**src/sv/connection_header_field_parser_macros.svh**
```systemverilog
// ----------------------------------------------------------------------------
// Connection header field parser - assertion macros
// Shared concurrent assertion forms for the header parser checks.
// ----------------------------------------------------------------------------
`ifndef CONNECTION_HEADER_FIELD_PARSER_MACROS_SVH
`define CONNECTION_HEADER_FIELD_PARSER_MACROS_SVH

// Same-cycle implication, disabled while reset is asserted.
`define CHFP_ASSERT_SAME(label, clk, rst_n, ante, cons) \
	label: assert property (@(posedge clk) disable iff (!(rst_n)) (ante) |-> (cons)) \
		else $error("header parser check failed");

// Next-cycle implication, disabled while reset is asserted.
`define CHFP_ASSERT_NEXT(label, clk, rst_n, ante, cons) \
	label: assert property (@(posedge clk) disable iff (!(rst_n)) (ante) |=> (cons)) \
		else $error("header parser check failed");

`endif

```
**src/sv/chfp_pkg.sv**
```systemverilog
// ----------------------------------------------------------------------------
// Connection header field parser - package
// Shared types, key table and constants for the header parser.
// ----------------------------------------------------------------------------
`default_nettype none

package chfp_pkg;

	// Default width of the header byte position counters.
	localparam int POSITION_BITS_DEFAULT = 16;

	// Number of recognized keys and the padded key table depth.
	localparam int NUM_KEYS  = 5;
	localparam int KEY_DEPTH = 16;

	// Field identifiers.
	localparam logic [2:0] FIELD_CALLERID    = 3'd0;
	localparam logic [2:0] FIELD_MD5SUM      = 3'd1;
	localparam logic [2:0] FIELD_TCP_NODELAY = 3'd2;
	localparam logic [2:0] FIELD_TOPIC       = 3'd3;
	localparam logic [2:0] FIELD_TYPE        = 3'd4;
	localparam logic [2:0] FIELD_END         = 3'd5;

	// Result queue depth; an item may produce two results.
	localparam int FIFO_DEPTH = 4;
	localparam int FIFO_AW    = $clog2(FIFO_DEPTH);

	// Key text, including the trailing '=', padded with zeros.
	localparam logic [7:0] KEY_TEXT [NUM_KEYS][KEY_DEPTH] = '{
		'{"c", "a", "l", "l", "e", "r", "i", "d", "=", 8'h00, 8'h00, 8'h00,
		  8'h00, 8'h00, 8'h00, 8'h00},
		'{"m", "d", "5", "s", "u", "m", "=", 8'h00, 8'h00, 8'h00, 8'h00, 8'h00,
		  8'h00, 8'h00, 8'h00, 8'h00},
		'{"t", "c", "p", "_", "n", "o", "d", "e", "l", "a", "y", "=",
		  8'h00, 8'h00, 8'h00, 8'h00},
		'{"t", "o", "p", "i", "c", "=", 8'h00, 8'h00, 8'h00, 8'h00, 8'h00, 8'h00,
		  8'h00, 8'h00, 8'h00, 8'h00},
		'{"t", "y", "p", "e", "=", 8'h00, 8'h00, 8'h00, 8'h00, 8'h00, 8'h00, 8'h00,
		  8'h00, 8'h00, 8'h00, 8'h00}
	};

	// Key lengths in bytes, including the '='.
	localparam logic [3:0] KEY_LEN [NUM_KEYS] = '{4'd9, 4'd7, 4'd12, 4'd6, 4'd5};

	// One result item.
	typedef struct packed {
		logic [2:0]  field_id;
		logic [15:0] value_offset;
		logic [15:0] value_length;
		logic        truncated;
		logic        last_result;
	} result_t;

	// Results produced by one processed byte, in order.
	typedef struct packed {
		logic [1:0] count;
		result_t    r0;
		result_t    r1;
	} push_t;

endpackage

`default_nettype wire

```
**src/sv/chfp_parser.sv**
```systemverilog
// ----------------------------------------------------------------------------
// Connection header field parser - parse core
// Tracks length words and entry bytes and matches entry keys, one byte a cycle while fire is high.
// ----------------------------------------------------------------------------
`default_nettype none

module chfp_parser #(
	parameter int POSITION_BITS = chfp_pkg::POSITION_BITS_DEFAULT
) (
	input  wire                  clk,
	input  wire                  arst_n,
	input  wire                  fire,
	input  wire  [7:0]           data_byte,
	input  wire                  is_last,
	output chfp_pkg::push_t      push
);

	localparam int OFF_W = (POSITION_BITS + 1 > 17) ? POSITION_BITS + 1 : 17;

	// Parser state.
	logic [POSITION_BITS-1:0] pos_q, pos_n;
	logic [POSITION_BITS-1:0] start_q, start_n;
	logic                     in_payload_q, in_payload_n;
	logic [1:0]               lbi_q, lbi_n;
	logic [31:0]              entry_len_q, entry_len_n;
	logic [31:0]              rem_q, rem_n;
	logic [4:0]               cand_q, cand_n;
	logic [3:0]               kci_q, kci_n;

	// Match and result terms.
	logic                     match;
	logic [2:0]               match_id;
	logic [3:0]               match_len;
	logic                     trunc;
	logic [OFF_W-1:0]         off_wide;
	logic [31:0]              len_wide;
	logic [15:0]              off_sat;
	logic [15:0]              len_sat;
	chfp_pkg::result_t        field_res;
	chfp_pkg::result_t        end_res;

	// Next-state logic for one byte.
	always_comb begin
		logic hit;
		logic fin;
		pos_n        = pos_q;
		start_n      = start_q;
		in_payload_n = in_payload_q;
		lbi_n        = lbi_q;
		entry_len_n  = entry_len_q;
		rem_n        = rem_q;
		cand_n       = cand_q;
		kci_n        = kci_q;
		match        = 1'b0;
		match_id     = chfp_pkg::FIELD_CALLERID;
		match_len    = 4'd0;
		hit          = 1'b0;
		fin          = 1'b0;

		if (!in_payload_q) begin
			// Little-endian length word.
			entry_len_n = entry_len_q | ({24'd0, data_byte} << {lbi_q, 3'b000});
			if (lbi_q == 2'd3) begin
				lbi_n = 2'd0;
				if (entry_len_n != 32'd0) begin
					in_payload_n = 1'b1;
					rem_n        = entry_len_n;
					cand_n       = '1;
					kci_n        = 4'd0;
				end
			end else begin
				lbi_n = lbi_q + 2'd1;
			end
		end else begin
			if (kci_q == 4'd0) begin
				start_n = pos_q;
			end
			// Compare against every key still in the running.
			for (int k = 0; k < chfp_pkg::NUM_KEYS; k++) begin
				hit = cand_q[k] && (kci_q < chfp_pkg::KEY_LEN[k]) &&
				      (data_byte == chfp_pkg::KEY_TEXT[k][kci_q]);
				fin = hit && (kci_q == chfp_pkg::KEY_LEN[k] - 4'd1);
				if (fin) begin
					match     = 1'b1;
					match_id  = 3'(k);
					match_len = chfp_pkg::KEY_LEN[k];
				end
				cand_n[k] = hit && !fin;
			end
			if (kci_q != 4'hF) begin
				kci_n = kci_q + 4'd1;
			end
			rem_n = rem_q - 32'd1;
			// Last byte of the entry: expect a new length word.
			if (rem_q == 32'd1) begin
				in_payload_n = 1'b0;
				lbi_n        = 2'd0;
				entry_len_n  = 32'd0;
				cand_n       = '1;
				kci_n        = 4'd0;
			end
		end

		if (pos_q != {POSITION_BITS{1'b1}}) begin
			pos_n = pos_q + {{(POSITION_BITS-1){1'b0}}, 1'b1};
		end

		trunc = in_payload_n || (lbi_n != 2'd0);

		// End of header returns everything to the reset state.
		if (is_last) begin
			pos_n        = '0;
			start_n      = '0;
			in_payload_n = 1'b0;
			lbi_n        = 2'd0;
			entry_len_n  = 32'd0;
			rem_n        = 32'd0;
			cand_n       = '1;
			kci_n        = 4'd0;
		end
	end

	// Value offset and length, saturated to 16 bits.
	always_comb begin
		logic [POSITION_BITS-1:0] eff_start;
		eff_start = (kci_q == 4'd0) ? pos_q : start_q;
		off_wide  = OFF_W'(eff_start) + OFF_W'(match_len);
		len_wide  = entry_len_q - 32'(match_len);
		off_sat   = (off_wide > OFF_W'(17'h0FFFF)) ? 16'hFFFF : off_wide[15:0];
		len_sat   = (len_wide[31:16] != 16'd0) ? 16'hFFFF : len_wide[15:0];
	end

	// Result items for this byte, field result first.
	always_comb begin
		field_res.field_id     = match_id;
		field_res.value_offset = off_sat;
		field_res.value_length = len_sat;
		field_res.truncated    = 1'b0;
		field_res.last_result  = 1'b0;
		end_res.field_id       = chfp_pkg::FIELD_END;
		end_res.value_offset   = 16'd0;
		end_res.value_length   = 16'd0;
		end_res.truncated      = trunc;
		end_res.last_result    = 1'b1;

		push.r0 = match ? field_res : end_res;
		push.r1 = end_res;
		if (!fire) begin
			push.count = 2'd0;
		end else if (match) begin
			push.count = is_last ? 2'd2 : 2'd1;
		end else begin
			push.count = is_last ? 2'd1 : 2'd0;
		end
	end

	// State registers.
	always_ff @(posedge clk or negedge arst_n) begin
		if (!arst_n) begin
			pos_q        <= '0;
			start_q      <= '0;
			in_payload_q <= 1'b0;
			lbi_q        <= 2'd0;
			entry_len_q  <= 32'd0;
			rem_q        <= 32'd0;
			cand_q       <= '1;
			kci_q        <= 4'd0;
		end else if (fire) begin
			pos_q        <= pos_n;
			start_q      <= start_n;
			in_payload_q <= in_payload_n;
			lbi_q        <= lbi_n;
			entry_len_q  <= entry_len_n;
			rem_q        <= rem_n;
			cand_q       <= cand_n;
			kci_q        <= kci_n;
		end
	end

endmodule

`default_nettype wire

```
**src/sv/chfp_out_fifo.sv**
```systemverilog
// ----------------------------------------------------------------------------
// Connection header field parser - result queue
// Small queue that takes up to two results a cycle and hands out one.
// ----------------------------------------------------------------------------
`default_nettype none

module chfp_out_fifo (
	input  wire                               clk,
	input  wire                               arst_n,
	input  chfp_pkg::push_t                   push,
	input  wire                               pop,
	output chfp_pkg::result_t                 head,
	output logic                              not_empty,
	output logic [chfp_pkg::FIFO_AW:0]        level
);

	chfp_pkg::result_t                 mem [chfp_pkg::FIFO_DEPTH];
	logic [chfp_pkg::FIFO_AW-1:0]      wr_q;
	logic [chfp_pkg::FIFO_AW-1:0]      rd_q;
	logic [chfp_pkg::FIFO_AW:0]        count_q;
	logic [chfp_pkg::FIFO_AW-1:0]      wr_next;

	assign wr_next   = wr_q + {{(chfp_pkg::FIFO_AW-1){1'b0}}, 1'b1};
	assign head      = mem[rd_q];
	assign not_empty = (count_q != '0);
	assign level     = count_q;

	// Storage; the second result goes one slot after the first.
	always_ff @(posedge clk) begin
		if (push.count != 2'd0) begin
			mem[wr_q] <= push.r0;
		end
		if (push.count == 2'd2) begin
			mem[wr_next] <= push.r1;
		end
	end

	// Pointers and fill count.
	always_ff @(posedge clk or negedge arst_n) begin
		if (!arst_n) begin
			wr_q    <= '0;
			rd_q    <= '0;
			count_q <= '0;
		end else begin
			wr_q    <= wr_q + (chfp_pkg::FIFO_AW)'(push.count);
			if (pop) begin
				rd_q <= rd_q + {{(chfp_pkg::FIFO_AW-1){1'b0}}, 1'b1};
			end
			count_q <= count_q + (chfp_pkg::FIFO_AW + 1)'(push.count)
			           - (chfp_pkg::FIFO_AW + 1)'(pop);
		end
	end

endmodule

`default_nettype wire

```
**src/sv/connection_header_field_parser.sv**
```systemverilog
// Data path: a header byte accepted into the input register is parsed from that register;
// its results are written into the result queue and presented from the queue head.
// Throughput: one byte per cycle while the queue has room for two more results; a byte
// that yields two results is absorbed by the queue.
// Reset: arst_n clears the parser to the start of a header and empties the queue.
// ----------------------------------------------------------------------------
// Connection header field parser - top level
// Streams header bytes in, streams matched key fields and end markers out.
// ----------------------------------------------------------------------------
`default_nettype none

`include "connection_header_field_parser_macros.svh"

module connection_header_field_parser #(
	parameter int POSITION_BITS = chfp_pkg::POSITION_BITS_DEFAULT
) (
	input  wire         clk,
	input  wire         arst_n,
	input  wire         s_axis_tvalid,
	output logic        s_axis_tready,
	input  wire  [7:0]  s_axis_tdata,   // [7:0] data_byte
	input  wire         s_axis_tlast,   // is_last
	output logic        m_axis_tvalid,
	input  wire         m_axis_tready,
	output logic [39:0] m_axis_tdata,   // [15:0] value_offset, [31:16] value_length,
	                                    // [32] truncated, [39:33] zero
	output logic [2:0]  m_axis_tuser,   // [2:0] field_id
	output logic        m_axis_tlast    // last_result
);

	logic                         valid_s1;
	logic [7:0]                   data_s1;
	logic                         last_s1;
	logic                         proc;
	logic                         pop;
	logic [chfp_pkg::FIFO_AW:0]   level;
	logic                         not_empty;
	chfp_pkg::push_t              push;
	chfp_pkg::result_t            head;

	// A byte is parsed only when the queue can take two more results.
	assign proc          = valid_s1 &&
	                       (level <= (chfp_pkg::FIFO_AW + 1)'(chfp_pkg::FIFO_DEPTH - 2));
	assign s_axis_tready = !valid_s1 || proc;
	assign pop           = m_axis_tvalid && m_axis_tready;

	// Input register.
	always_ff @(posedge clk or negedge arst_n) begin
		if (!arst_n) begin
			valid_s1 <= 1'b0;
		end else if (s_axis_tready) begin
			valid_s1 <= s_axis_tvalid;
		end
	end

	always_ff @(posedge clk) begin
		if (s_axis_tready) begin
			data_s1 <= s_axis_tdata;
			last_s1 <= s_axis_tlast;
		end
	end

	chfp_parser #(
		.POSITION_BITS(POSITION_BITS)
	) u_parser (
		.clk       (clk),
		.arst_n    (arst_n),
		.fire      (proc),
		.data_byte (data_s1),
		.is_last   (last_s1),
		.push      (push)
	);

	chfp_out_fifo u_fifo (
		.clk       (clk),
		.arst_n    (arst_n),
		.push      (push),
		.pop       (pop),
		.head      (head),
		.not_empty (not_empty),
		.level     (level)
	);

	// Output packing.
	assign m_axis_tvalid = not_empty;
	assign m_axis_tdata  = {7'd0, head.truncated, head.value_length, head.value_offset};
	assign m_axis_tuser  = head.field_id;
	assign m_axis_tlast  = head.last_result;

	// A stalled byte stays in the input register unchanged.
	`CHFP_ASSERT_NEXT(a_s1_hold, clk, arst_n, valid_s1 && !proc,
		valid_s1 && $stable(data_s1) && $stable(last_s1))
	// The queue never receives more results than it has room for.
	`CHFP_ASSERT_SAME(a_no_overflow, clk, arst_n, push.count != 2'd0,
		proc && ((chfp_pkg::FIFO_AW + 1)'(push.count) + level <=
		(chfp_pkg::FIFO_AW + 1)'(chfp_pkg::FIFO_DEPTH)))
	// An end-of-header result always carries the end field id and no value.
	`CHFP_ASSERT_SAME(a_end_item, clk, arst_n, m_axis_tvalid && m_axis_tlast,
		(m_axis_tuser == chfp_pkg::FIELD_END) && (m_axis_tdata[31:0] == 32'd0))
	// Two results from one byte only happen on the final byte.
	`CHFP_ASSERT_SAME(a_two_only_last, clk, arst_n, push.count == 2'd2,
		last_s1 && push.r1.last_result)

endmodule

`default_nettype wire
```
**config.mk**
```make
export PLATFORM = sky130hd
export DESIGN_NAME = connection_header_field_parser
export DESIGN_NICKNAME = d
export VERILOG_FILES = /design/src/sv/chfp_pkg.sv /design/src/sv/chfp_parser.sv /design/src/sv/chfp_out_fifo.sv /design/src/sv/connection_header_field_parser.sv
export VERILOG_INCLUDE_DIRS = /design/src /design/src/sv
export SDC_FILE = /design/constraint.sdc
export NUM_CORES = 1
export LEC_CHECK = 0
export BUFFER_PORTS_ARGS = -buffer_cell sky130_fd_sc_hd__buf_2
export CORE_ASPECT_RATIO = 0.6
export CORE_MARGIN = 2
export CORE_UTILIZATION = 35
export DETAILED_ROUTE_END_ITERATION = 10
export PLACE_DENSITY = 0.57
export SETUP_SLACK_MARGIN = 0.3
export SYNTH_ARGS = -nofsm -noshare
export SYNTH_HDL_FRONTEND = slang
export SYNTH_SLANG_ARGS = --single-unit
export TNS_END_PERCENT = 50
```
**constraint.sdc**
```tcl
create_clock -name clk -period 6.6 [get_ports clk]
set_clock_uncertainty 0.2 [all_clocks]
set_input_delay 0.33 -clock clk [delete_from_list [all_inputs] [get_ports clk]]
set_output_delay 0.33 -clock clk [all_outputs]
set_load 0.02 [all_outputs]
```
After elaboration in Yosys (flattened, before gate mapping)
Memories as Yosys holds them, arrays and structs flattened.
Index checks and enable logic that the tools add are counted.
- bits in registers: 125
- memory bits (writable): 148
- bits in read-only memories: 640
- bits of input ports: 13
- word-level logic and storage cells: 174
- memories kept: 6
- $add $sub $neg: 11
- order comparisons: 8
- eq/ne operators: 17
- shifts and indexed selects: 1
- multiplexer cells: 70
- bitwise operators: 2
- reductions and logical operators: 45
- memory list (memory ; words ; width ; read ports ; clocked after Yosys merged registers in ; write ports ; RTL line ; text):
    u_fifo.mem ; 4 ; 37 ; 1 ; 0 ; 2 ; chfp_out_fifo.sv:17 ; chfp_pkg::result_t mem [chfp_pkg::FIFO_DEPTH];
    (name not given) ; 16 ; 8 ; 1 ; 0 ; 0 ; chfp_parser.sv:81 ; (data_byte == chfp_pkg::KEY_TEXT[k][kci_q]);
    (name not given) ; 16 ; 8 ; 1 ; 0 ; 0 ; chfp_parser.sv:81 ;
    (name not given) ; 16 ; 8 ; 1 ; 0 ; 0 ; chfp_parser.sv:81 ;
    (name not given) ; 16 ; 8 ; 1 ; 0 ; 0 ; chfp_parser.sv:81 ;
    (name not given) ; 16 ; 8 ; 1 ; 0 ; 0 ; chfp_parser.sv:81 ;
- operators with widths (cell ; number):
    two-way mux 32 bit ; 7
    two-way mux 16 bit ; 7
    two-way mux 8 bit ; 10
    two-way mux 4 bit ; 12
    equality test 8 bit ; 5
    two-way mux 37 bit ; 1
    equality test 32 x 1 -> 1 bit, second input constant ; 1
    bitwise OR 32 bit ; 1
    nonzero test 32 bit ; 1
    left shift 8 x 5 -> 32 bit ; 1
    subtractor 32 x 1 -> 32 bit, second input constant ; 1
    subtractor 32 x 4 -> 32 bit ; 1
    two-way mux 5 bit ; 5
    logical AND 1 bit ; 22
    two-way mux 2 bit ; 9
    adder 16 x 4 -> 17 bit ; 1
    greater-than comparator 17 x 16 -> 1 bit, second input constant ; 1
    two-way mux 1 bit ; 17
    adder 16 x 1 -> 16 bit, second input constant ; 1
    inequality test 16 bit, second input constant ; 1
    nonzero test 16 bit ; 1
    equality test 4 x 3 -> 1 bit, second input constant ; 3
    less-than comparator 4 x 3 -> 1 bit, second input constant ; 3
    nonzero test 3 bit ; 3
    21 further kinds ; 39

Longest topological paths before layout
Gate-level depths: netlist of run 1.
- depth after elaboration: 18
- depth in mapped cells: 21
- depth with buffers taken out: 18

Hierarchy
From an unflattened synthesis of run 1, not the netlist that was laid out.
- cells, all modules: 1535
- area, all modules: 16839.9 um^2
- by module, submodules not included (module ; times used ; cells each ; area an instance (um^2)):
    chfp_parser ; 1 ; 1115 ; 8632.0
    chfp_out_fifo ; 1 ; 396 ; 7823.8
    connection_header_field_parser ; 1 ; 24 ; 384.1

Worst setup path after synthesis of run 1
No wires, ideal clock.
- path kind: register to register
- from: register u_parser.kci_q[0]
- to: memory u_fifo.mem[0][17] (netlist name)
- data arrival time: 5.188 ns
- setup slack: 1.073 ns
- stages on the path, launching flop included: 20
- path buffers: 2
- cells stage by stage: dfrtp_1 clkbuf_1 inv_1 ha_1 and2b_1 nor2_1 xor2_1 or4_4 nor4b_4 or2_2 o31ai_1 ha_1 o21a_1 o31a_1 or4b_2 a21oi_1 o211ai_1 nor3_2 clkbuf_1 a22oi_1
- RTL lines (element ; RTL line ; text):
    start, declared ; chfp_parser.sv:28 ; logic [3:0] kci_q, kci_n;
    start signal, assigned ; chfp_parser.sv:176 ; kci_q <= kci_n;
    end, declared ; chfp_out_fifo.sv:17 ;

==> results of run 1 <==
-- cells in the final DEF, fill, tap and decap left out, types with 8 or more instances in the layout --
| cell type | count |
|---|---|
| a21o_1 | 10 |
| a21oi_1 | 59 |
| a22o_1 | 28 |
| a22oi_1 | 65 |
| a31oi_1 | 17 |
| and2_1 | 12 |
| buf_2 | 50 |
| buf_4 | 34 |
| clkbuf_16 | 35 |
| dfrtp_1 | 108 |
| dfxtp_1 | 144 |
| dlygate4sd3_1 | 12 |
| edfxtp_1 | 13 |
| ha_1 | 26 |
| inv_1 | 36 |
| mux2i_1 | 13 |
| mux4_2 | 37 |
| nand2_1 | 263 |
| nand2b_1 | 14 |
| nand3_1 | 31 |
| nand4_1 | 8 |
| nor2_1 | 92 |
| nor2b_1 | 20 |
| nor3_1 | 34 |
| nor4_1 | 17 |
| o21ai_0 | 134 |
| o21ai_1 | 29 |
| o22a_1 | 13 |
| o22ai_1 | 8 |
| o31ai_1 | 20 |
| or2_2 | 8 |
| or3_1 | 14 |
| or4_1 | 13 |
| xnor2_1 | 34 |
| xor2_1 | 20 |
-- through the flow --
| step | utilization, % | area [um2] | hold slack (ps) | setup slack, ps | total power (uW) |
|---|---|---|---|---|---|
| 5_1_grt | 40.1 | 16700 | 227 | 416 | 7570 |
| 6_report | 40.1 | 16700 | 155 | 757 | 7140 |
| 3_3_place_gp | 37.2 | 15500 | 228 | 917 | 5280 |
| 4_1_cts | 40.1 | 16700 | 174 | 724 | 7110 |
| 3_5_place_dp | 37.2 | 15500 | 229 | 769 | 5310 |
| 2_1_floorplan | - | 14700 | -166 | 1070 | 4360 |
-- cell usage after synthesis (6+ instances only) --
cell / count / area share (%)
inv_1: 36 / 0.92
nand2_1: 263 / 6.7
a22o_1: 28 / 1.7
nor2_1: 93 / 2.4
nor4_1: 17 / 0.72
nor2b_1: 20 / 0.85
or4_1: 13 / 0.66
mux4_2: 37 / 5.7
a22oi_1: 65 / 3.3
buf_2: 26 / 0.89
o31ai_1: 20 / 1.0
nand4_1: 8 / 0.34
o21a_1: 6 / 0.31
dfrtp_1: 111 / 19
o22ai_1: 8 / 0.34
o21ai_1: 29 / 0.99
xor2_1: 20 / 1.2
o22a_1: 13 / 0.77
nand2b_1: 14 / 0.60
ha_1: 26 / 2.2
a211oi_1: 6 / 0.31
edfxtp_1: 13 / 2.7
clkbuf_1: 69 / 1.8
mux2_2: 7 / 0.54
and2_1: 12 / 0.51
nand3_1: 31 / 1.1
dfxtp_1: 144 / 20
a32o_1: 6 / 0.41
o32ai_1: 7 / 0.42
mux2i_1: 13 / 0.89
a31oi_1: 18 / 0.77
o21ai_0: 134 / 4.6
nor3_1: 34 / 1.2
a21oi_1: 61 / 2.1
or3_1: 14 / 0.60
buf_4: 11 / 0.56
or2_2: 8 / 0.34
xnor2_1: 34 / 2.0
a21o_1: 10 / 0.51
nor3b_1: 6 / 0.31
-- repair_timing --
action | 4_1_cts | 5_1_grt
setup endpoints to repair | 0 | 2
gates resized for setup | 0 | 1
hold buffers | 12 | 0
hold endpoints to repair | 61 | 0
-- cell families after synthesis --
family / count (synthesis) / synth area share, %
AND/OR/NAND/NOR: 572 / 18.7
adder cells (fa/ha/maj): 29 / 2.62
flip-flops: 273 / 42.1
multiplexers: 60 / 7.32
XOR/XNOR: 54 / 3.22
AO/OA/AOI/OAI: 469 / 21.6
other: 1 / 0.0255
buffers and inverters: 149 / 4.49
-- worst max-delay path by stage --
stage                                     endpoint  slack [ps]
finish              u_fifo.mem[1][15]$_SDFFE_PP0P_         760
detailed placement  u_fifo.mem[1][15]$_SDFFE_PP0P_         770
global route        u_fifo.mem[1][15]$_SDFFE_PP0P_         420
global placement    u_fifo.mem[3][15]$_SDFFE_PP0P_         920
CTS                 u_fifo.mem[1][15]$_SDFFE_PP0P_         720
floorplan           u_fifo.mem[0][17]$_SDFFE_PP0P_        1070
-- flip-flops by register name, indices dropped and copies added, names as in the netlist --
register               flops
last_s1                    1
u_parser.in_payload_q      1
u_parser.kci_q             4
data_s1                    8
u_fifo.level               3
u_fifo.mem               148
u_parser.start_q          16
u_parser.pos_q            16
valid_s1                   1
u_fifo.rd_q                2
u_parser.entry_len_q      32
u_fifo.wr_q                2
u_parser.lbi_q             2
u_parser.cand_q            5
u_parser.rem_q            32
-- power groups by stage --
stage | Combinational [uW] | Sequential [uW] | Clock (uW)
after global placement | 2910 | 2370 | 0
after floorplan | 2200 | 2160 | 0
after CTS | 2950 | 2350 | 1820
final | 2990 | 2360 | 1780
after global routing | 3270 | 2410 | 1890
after detailed placement | 2930 | 2380 | 0
-- metal layers --
metal	share of wire, %	global-route usage [%]	vias to the layer above
met5	0	0	-
met3	8.6	4.08	41
met4	1.3	3.36	0
met2	39	27.8	537
li1	-	-	5895
met1	51	34.9	6283
-- layout make-up --
| cell class | instances | share of cell area [%] |
|---|---|---|
| clock buffer | 43 | 5.73 |
| clock inverter | 8 | 0.622 |
| inverter | 37 | 0.832 |
| multi-input combinational | 1191 | 47.7 |
| sequential | 273 | 37.1 |
| tap | 570 | 4.27 |
| timing repair buffer | 96 | 3.75 |
-- worst max-delay path, delay by kind of cell, from the launching register on --
family	cells	cell delay (ps)
AOI/OAI and AO/OA	8	1920
muxes	1	370
and+or+nand+nor	5	1510
adders and majority gates	2	600
DFF	1	620
buffers and inverters	2	450
==> summary.md, run 1 <==
| Metric | Value |
|---|---|
| Worst-path cell chain | inv_1, ha_1, mux2_2, a221o_1, a2111oi_0, and4_1, a21oi_1, nor3_1, o21a_1, ha_1, nor2b_1, o31a_1, or4b_2, a21oi_1, o211ai_1, nor3_2, buf_4, a22oi_1 |
| Ant diodes | 0 |
| Avg Cell Area, Syn | 9.15 um2 |
| Number of nets with antenna violations after routing | 0 |
| Area of the mapped netlist | 14700 um2 |
| Die Y-Extent | 163 um |
| # IOs | 59 |
| MaxCap Viol Count | 0 |
| Max IR drop VDD | 0.224 mV |
| Ys async rst share | 42.5% |
| Slew headroom | 30.3% |
| Total core area | 41700 um2 |
| Setup tns final | 0 ps |
| GR Util All Layers | 21.1% |
| Syn. warnings | 0 |
| Worst-margin pin slew | 1050 ps |
| Worst Hold Class | in -> async |
| DR DRC count | 0 |
| Fin crit share | 88.5% |
| DIE AREA | 43700 um2 |
| Die W | 269 um |
| Min Tclk post-route | 5840 ps |
| Vias per cell | 5.75 |
| Critical Path Max Stage Delay | 620 ps |
| EDFF count, synth | 13 |
| Worst setup path startpoint | u_parser.kci_q[1]$_DFFE_PN0P_ |
| Non-Filler Instances | 2218 |
| CTS Buffer Depth | 3 |
| Post-Synthesis Cells | 1607 |
| Row count | 58 |
| CTS tree | yes |
| Router iterations before antenna repair | 5 |
| Final setup violation count | 0 |
| Critical Path RT | 6810 ps |
| Initial Util | 35.3% |
| Area of the multi-input gates | 7960 um2 |
| Post-synth cell types | 98 |
| Gate power share | 41.9% |
| Slew Viols, Final | 0 |
| Clock power share | 25.0% |
| Clk sinks | 273 |
| Routed len/inst | 20.6 um |
| Post-CTS Setup Inserts | 0 |
| Sequential-to-total area share from yosys stat | 42.1% |
| Fmax | 171 MHz |
| Startpoint Class | flip-flop |
| Vias | 12800 |
| First-pass GRT wire length | 72000 um |
| Detailed-placement wirelength estimate | 31800 um |
| Filler Cell Count | 4161 |
| Leakage power | 0.00686 uW |
| Number of synthesized register bits | 273 |
| Net Sw Power | 3130 uW |
| Largest net degree at the start of global routing | 67 |
| TritonCTS Buffers | 28 |
| Internal power | 4020 uW |
| GP Congestion | 0.893 |
| CP Data Arrival Time | 6060 ps |
| Syn-to-layout area delta | 13.5% |
| Worst-path maximum fanout | 16 |
| Pwr Density | 428 nW/um2 |
| Setup CP Type | reg -> reg |
| Vias in the first global route | 12000 |
| CP Capture Type | flip-flop |
| RSZ-0062 raised after global routing | false |
| Sequential cell area | 6190 um2 |
| 1st-iter DRT viols | 1353 |
| R2R cell count | 18 |
| Clock-pin transition on the worst setup and hold timing paths | 70 ps |
| Drt total wl | 45800 um |
| Clock latency on the worst-skew pair | 560 ps |
| Final hold vios | 0 |
| Switch share | 43.8% |
| Top FF cell, synth | dfxtp_1 |
| NumNets Final | 1669 |
| Antenna violations before repair | 1 |
| CP max stage cell | dfrtp_1 |
| Status | completed |
| Post-Place Cells | 2155 |
| Reg2reg start | u_parser.kci_q[1]$_DFFE_PN0P_ |
| CTS root buf | clkbuf_16 |
| Share of layout cells above drive strength 1 | 13.8% |
| Seq pwr share | 33.1% |
| Worst R2R End | u_fifo.mem[1][15]$_SDFFE_PP0P_ |
| PortBufs | 51 |
| Max H-tree Level | 1 |
| GR Overflow Total | 0 |
| R2r setup slk | 760 ps |
Power figures use the tool's default switching activity.
==> run 2: changes to the inputs <==
PLACE_DENSITY = 0.48   (was 0.57)
==> run 2 against run 1 <==
  * Global-route usage is 0.74 points higher
  * Via count is 0.90% lower
  * Core utilization is 0.14 points lower
  * Hold slack worse by 35 ps
  * Critical path type unchanged
  * Clock power is 5% lower
==> summary.md, run 2 (synthesized netlist as in run 1, its figures left out) <==
| Metric | Value |
|---|---|
| Drt total wl | 47500 um (+3.8%) |
| Final hold vios | 0 (unchanged) |
| Final setup violation count | 0 (unchanged) |
| Slew Viols, Final | 0 (unchanged) |
| RSZ-0062 raised after global routing | false |
| Reg with most FFs | u_fifo.mem |
| Router iterations before antenna repair | 6 (+1) |
| Worst-margin pin slew | 1020 ps (-20.8 ps) |
| Critical Path RT | 6810 ps (about the same) |
| GR Util All Layers | 21.8% (+0.74 points) |
| Vias in the first global route | 11800 (-1.4%) |
| CP bufs+invs | 2 (unchanged) |
| GR Overflow Total | 0 (unchanged) |
| Pwr Density | 428 nW/um2 (about the same) |
| Slew headroom | 31.7% (+1.4 points) |
| Reg2reg start | u_parser.kci_q[1]$_DFFE_PN0P_ |
| Commonest cells after routing, fill and taps aside | 263 x nand2_1, 144 x dfxtp_1, 134 x o21ai_0 |
| Fmax | 168 MHz (-1.6%) |
| Internal power | 3910 uW (-2.7%) |
| Vias per cell | 5.69 (-1.1%) |
| DR DRC count | 0 (unchanged) |
| CP Data Arrival Time | 6140 ps (+80 ps) |
| 1st-iter DRT viols | 1277 (-5.6%) |
| Clock-pin transition on the worst setup and hold timing paths | 70 ps (about the same) |
| Initial Util | 35.3% (unchanged) |
| Clk sinks | 273 (unchanged) |
| Setup CP Type | reg -> reg |
| Top Family by Delay on Critical Path | compound AO/OA/AOI/OAI gates |
| Switch share | 45.0% (+1.3 points) |
| Largest net degree at the start of global routing | 73 (+9.0%) |
| Worst Hold Class | in -> reg |
| GP Congestion | 0.882 (-1.2%) |
| Seq pwr share | 33.7% (+0.6 points) |
| Total core area | 41700 um2 (unchanged) |
| Setup tns final | 0 ps (unchanged) |
| Non-Filler Instances | 2222 (+0.18%) |
| Die Y-Extent | 163 um (unchanged) |
| Min Tclk post-route | 5940 ps (+93.8 ps) |
| R2R cell count | 18 (unchanged) |
| Largest regs | u_fifo.mem x148, u_parser.entry_len_q x32, u_parser.rem_q x32 |
| Critical Path Max Stage Delay | 620 ps (about the same) |
| Post-layout instance area | 16600 um2 (-0.36%) |
| Worst path depth | 18 (unchanged) |
| Row count | 58 (unchanged) |
| CP Capture Type | flip-flop |
| Setup WS pre-CTS | 773 ps (+4.17 ps) |
| CP max stage cell | or4b_2 |
| Number of nets with antenna violations after routing | 0 (unchanged) |
| Worst-path cell chain | inv_1, ha_1, mux2_2, a221o_1, a2111oi_0, and4_1, a21oi_1, nor3_1, o21a_1, ha_1, nor2b_1, o31a_1, or4b_2, a21oi_1, o211ai_1, nor3_2, buf_4, a22oi_1 |
| Net Sw Power | 3200 uW (+2.5%) |
| Final worst-path setup slack | 663 ps (-93.8 ps) |
| First-pass GRT wire length | 73900 um (+2.6%) |
| Critical Path Sink | u_fifo.mem[3][16]$_SDFFE_PP0P_ |
| Syn-to-layout area delta | 13.1% |
| Detailed-placement wirelength estimate | 32900 um (+3.6%) |
| Filler Cell Count | 4219 (+1.4%) |
| R2r setup slk | 660 ps (-90 ps) |
| DIE AREA | 43700 um2 (unchanged) |
| Worst R2R End | u_fifo.mem[3][16]$_SDFFE_PP0P_ |
| Fin crit share | 90.0% (+1.4 points) |
| # IOs | 59 (unchanged) |
| Clock power share | 23.7% (-1.3 points) |
| Post-Place Cells | 2158 (+0.14%) |
| Leakage power | 0.00683 uW (-0.37%) |
| Worst setup path startpoint | u_parser.kci_q[1]$_DFFE_PN0P_ |
| Startpoint Class | flip-flop |
| Most common cell after layout, fill and taps aside | nand2_1 |
| CTS root buf | clkbuf_16 |
| Antenna violations before repair | 1 (unchanged) |
| NumNets Final | 1671 (+0.12%) |
| CTS Buffer Depth | 3 (unchanged) |
| TritonCTS Buffers | 28 (unchanged) |
| Gate power share | 42.6% (+0.7 points) |
| Dpl cell area | 15500 um2 (+0.25%) |
| Worst-path maximum fanout | 16 (unchanged) |
| Max IR drop VDD | 0.240 mV (+7.0%) |
| Routed len/inst | 21.4 um (+3.6%) |
| PortBufs | 51 (unchanged) |
| Status | completed |
| Clock latency on the worst-skew pair | 570 ps (about the same) |
| Max H-tree Level | 1 (unchanged) |
| Post_cts resized | 0 (unchanged) |
| Max reg flops | 148 (unchanged) |
| Post-CTS Setup Inserts | 0 (unchanged) |
| Die W | 269 um (unchanged) |
| CTS tree | yes |
| Vias | 12600 (-0.90%) |
| Hold Slack | 120 ps (-35.0 ps) |
| MaxCap Viol Count | 0 (unchanged) |
| Share of layout cells above drive strength 1 | 13.9% (+0.096 points) |
run 2: worst min path at each step:
stage | startpoint | end | slack (ps) | cells past startpoint
2_1_floorplan | arst_n | u_fifo.level[0]$_DFF_PN0_ | -170 | 0
3_3_place_gp | u_fifo.mem[2][24]$_SDFFE_PP0P_ | u_fifo.mem[2][24]$_SDFFE_PP0P_ | 230 | 2
3_5_place_dp | u_fifo.mem[1][35]$_SDFFE_PP0P_ | u_fifo.mem[1][35]$_SDFFE_PP0P_ | 240 | 2
4_1_cts | m_axis_tready | u_fifo.rd_q[0]$_DFFE_PN0P_ | 130 | 3
5_1_grt | m_axis_tready | u_fifo.rd_q[0]$_DFFE_PN0P_ | 120 | 3
6_report | m_axis_tready | u_fifo.rd_q[0]$_DFFE_PN0P_ | 120 | 3
run 2: layout make-up:
cell class,instances,area [um2],area share (%)
clock buffer,41,873,5.25
antenna,1,2.50,0.0151
clock inverter,11,96.3,0.579
sequential,273,6180,37.2
timing repair buffer,98,638,3.84
multi-input combinational,1191,7980,48.0
inverter,37,139,0.835
tap,570,713,4.29
run 2: repair_timing:
item                       in CTS  in global routing
hold buffers                   11                  0
setup endpoints to repair       0                  0
hold endpoints to repair       77                  0
run 2: worst register-to-register path, delay by kind of cell, from the launching register on:
family | cells | cell delay, ps
buf+inv | 2 | 450
compound gates | 8 | 1980
fa+ha+maj | 2 | 620
flops | 1 | 590
mux | 1 | 370
simple gates | 5 | 1580
run 2: power groups by stage:
stage / Sequential [uW] / Clock (uW) / Combinational [uW]
after floorplan: 2160 / 0 / 2200
after global placement: 2420 / 0 / 2990
after detailed placement: 2420 / 0 / 2990
after CTS: 2380 / 1720 / 3010
after global routing: 2440 / 1790 / 3310
final: 2400 / 1690 / 3030
run 2: through the flow:
stage | utilization, % | power [uW]
after global routing | 39.9 | 7540
after detailed placement | 37.3 | 5410
after CTS | 39.9 | 7120
after global placement | 37.3 | 5410
after floorplan | - | 4360
final | 39.9 | 7110
run 2: layer usage:
layer	part of all wire, %	global-route usage (%)
met1	52	35.4
met2	39	29.0
met3	7.7	4.54
met4	1.7	4.32
met5	0	0
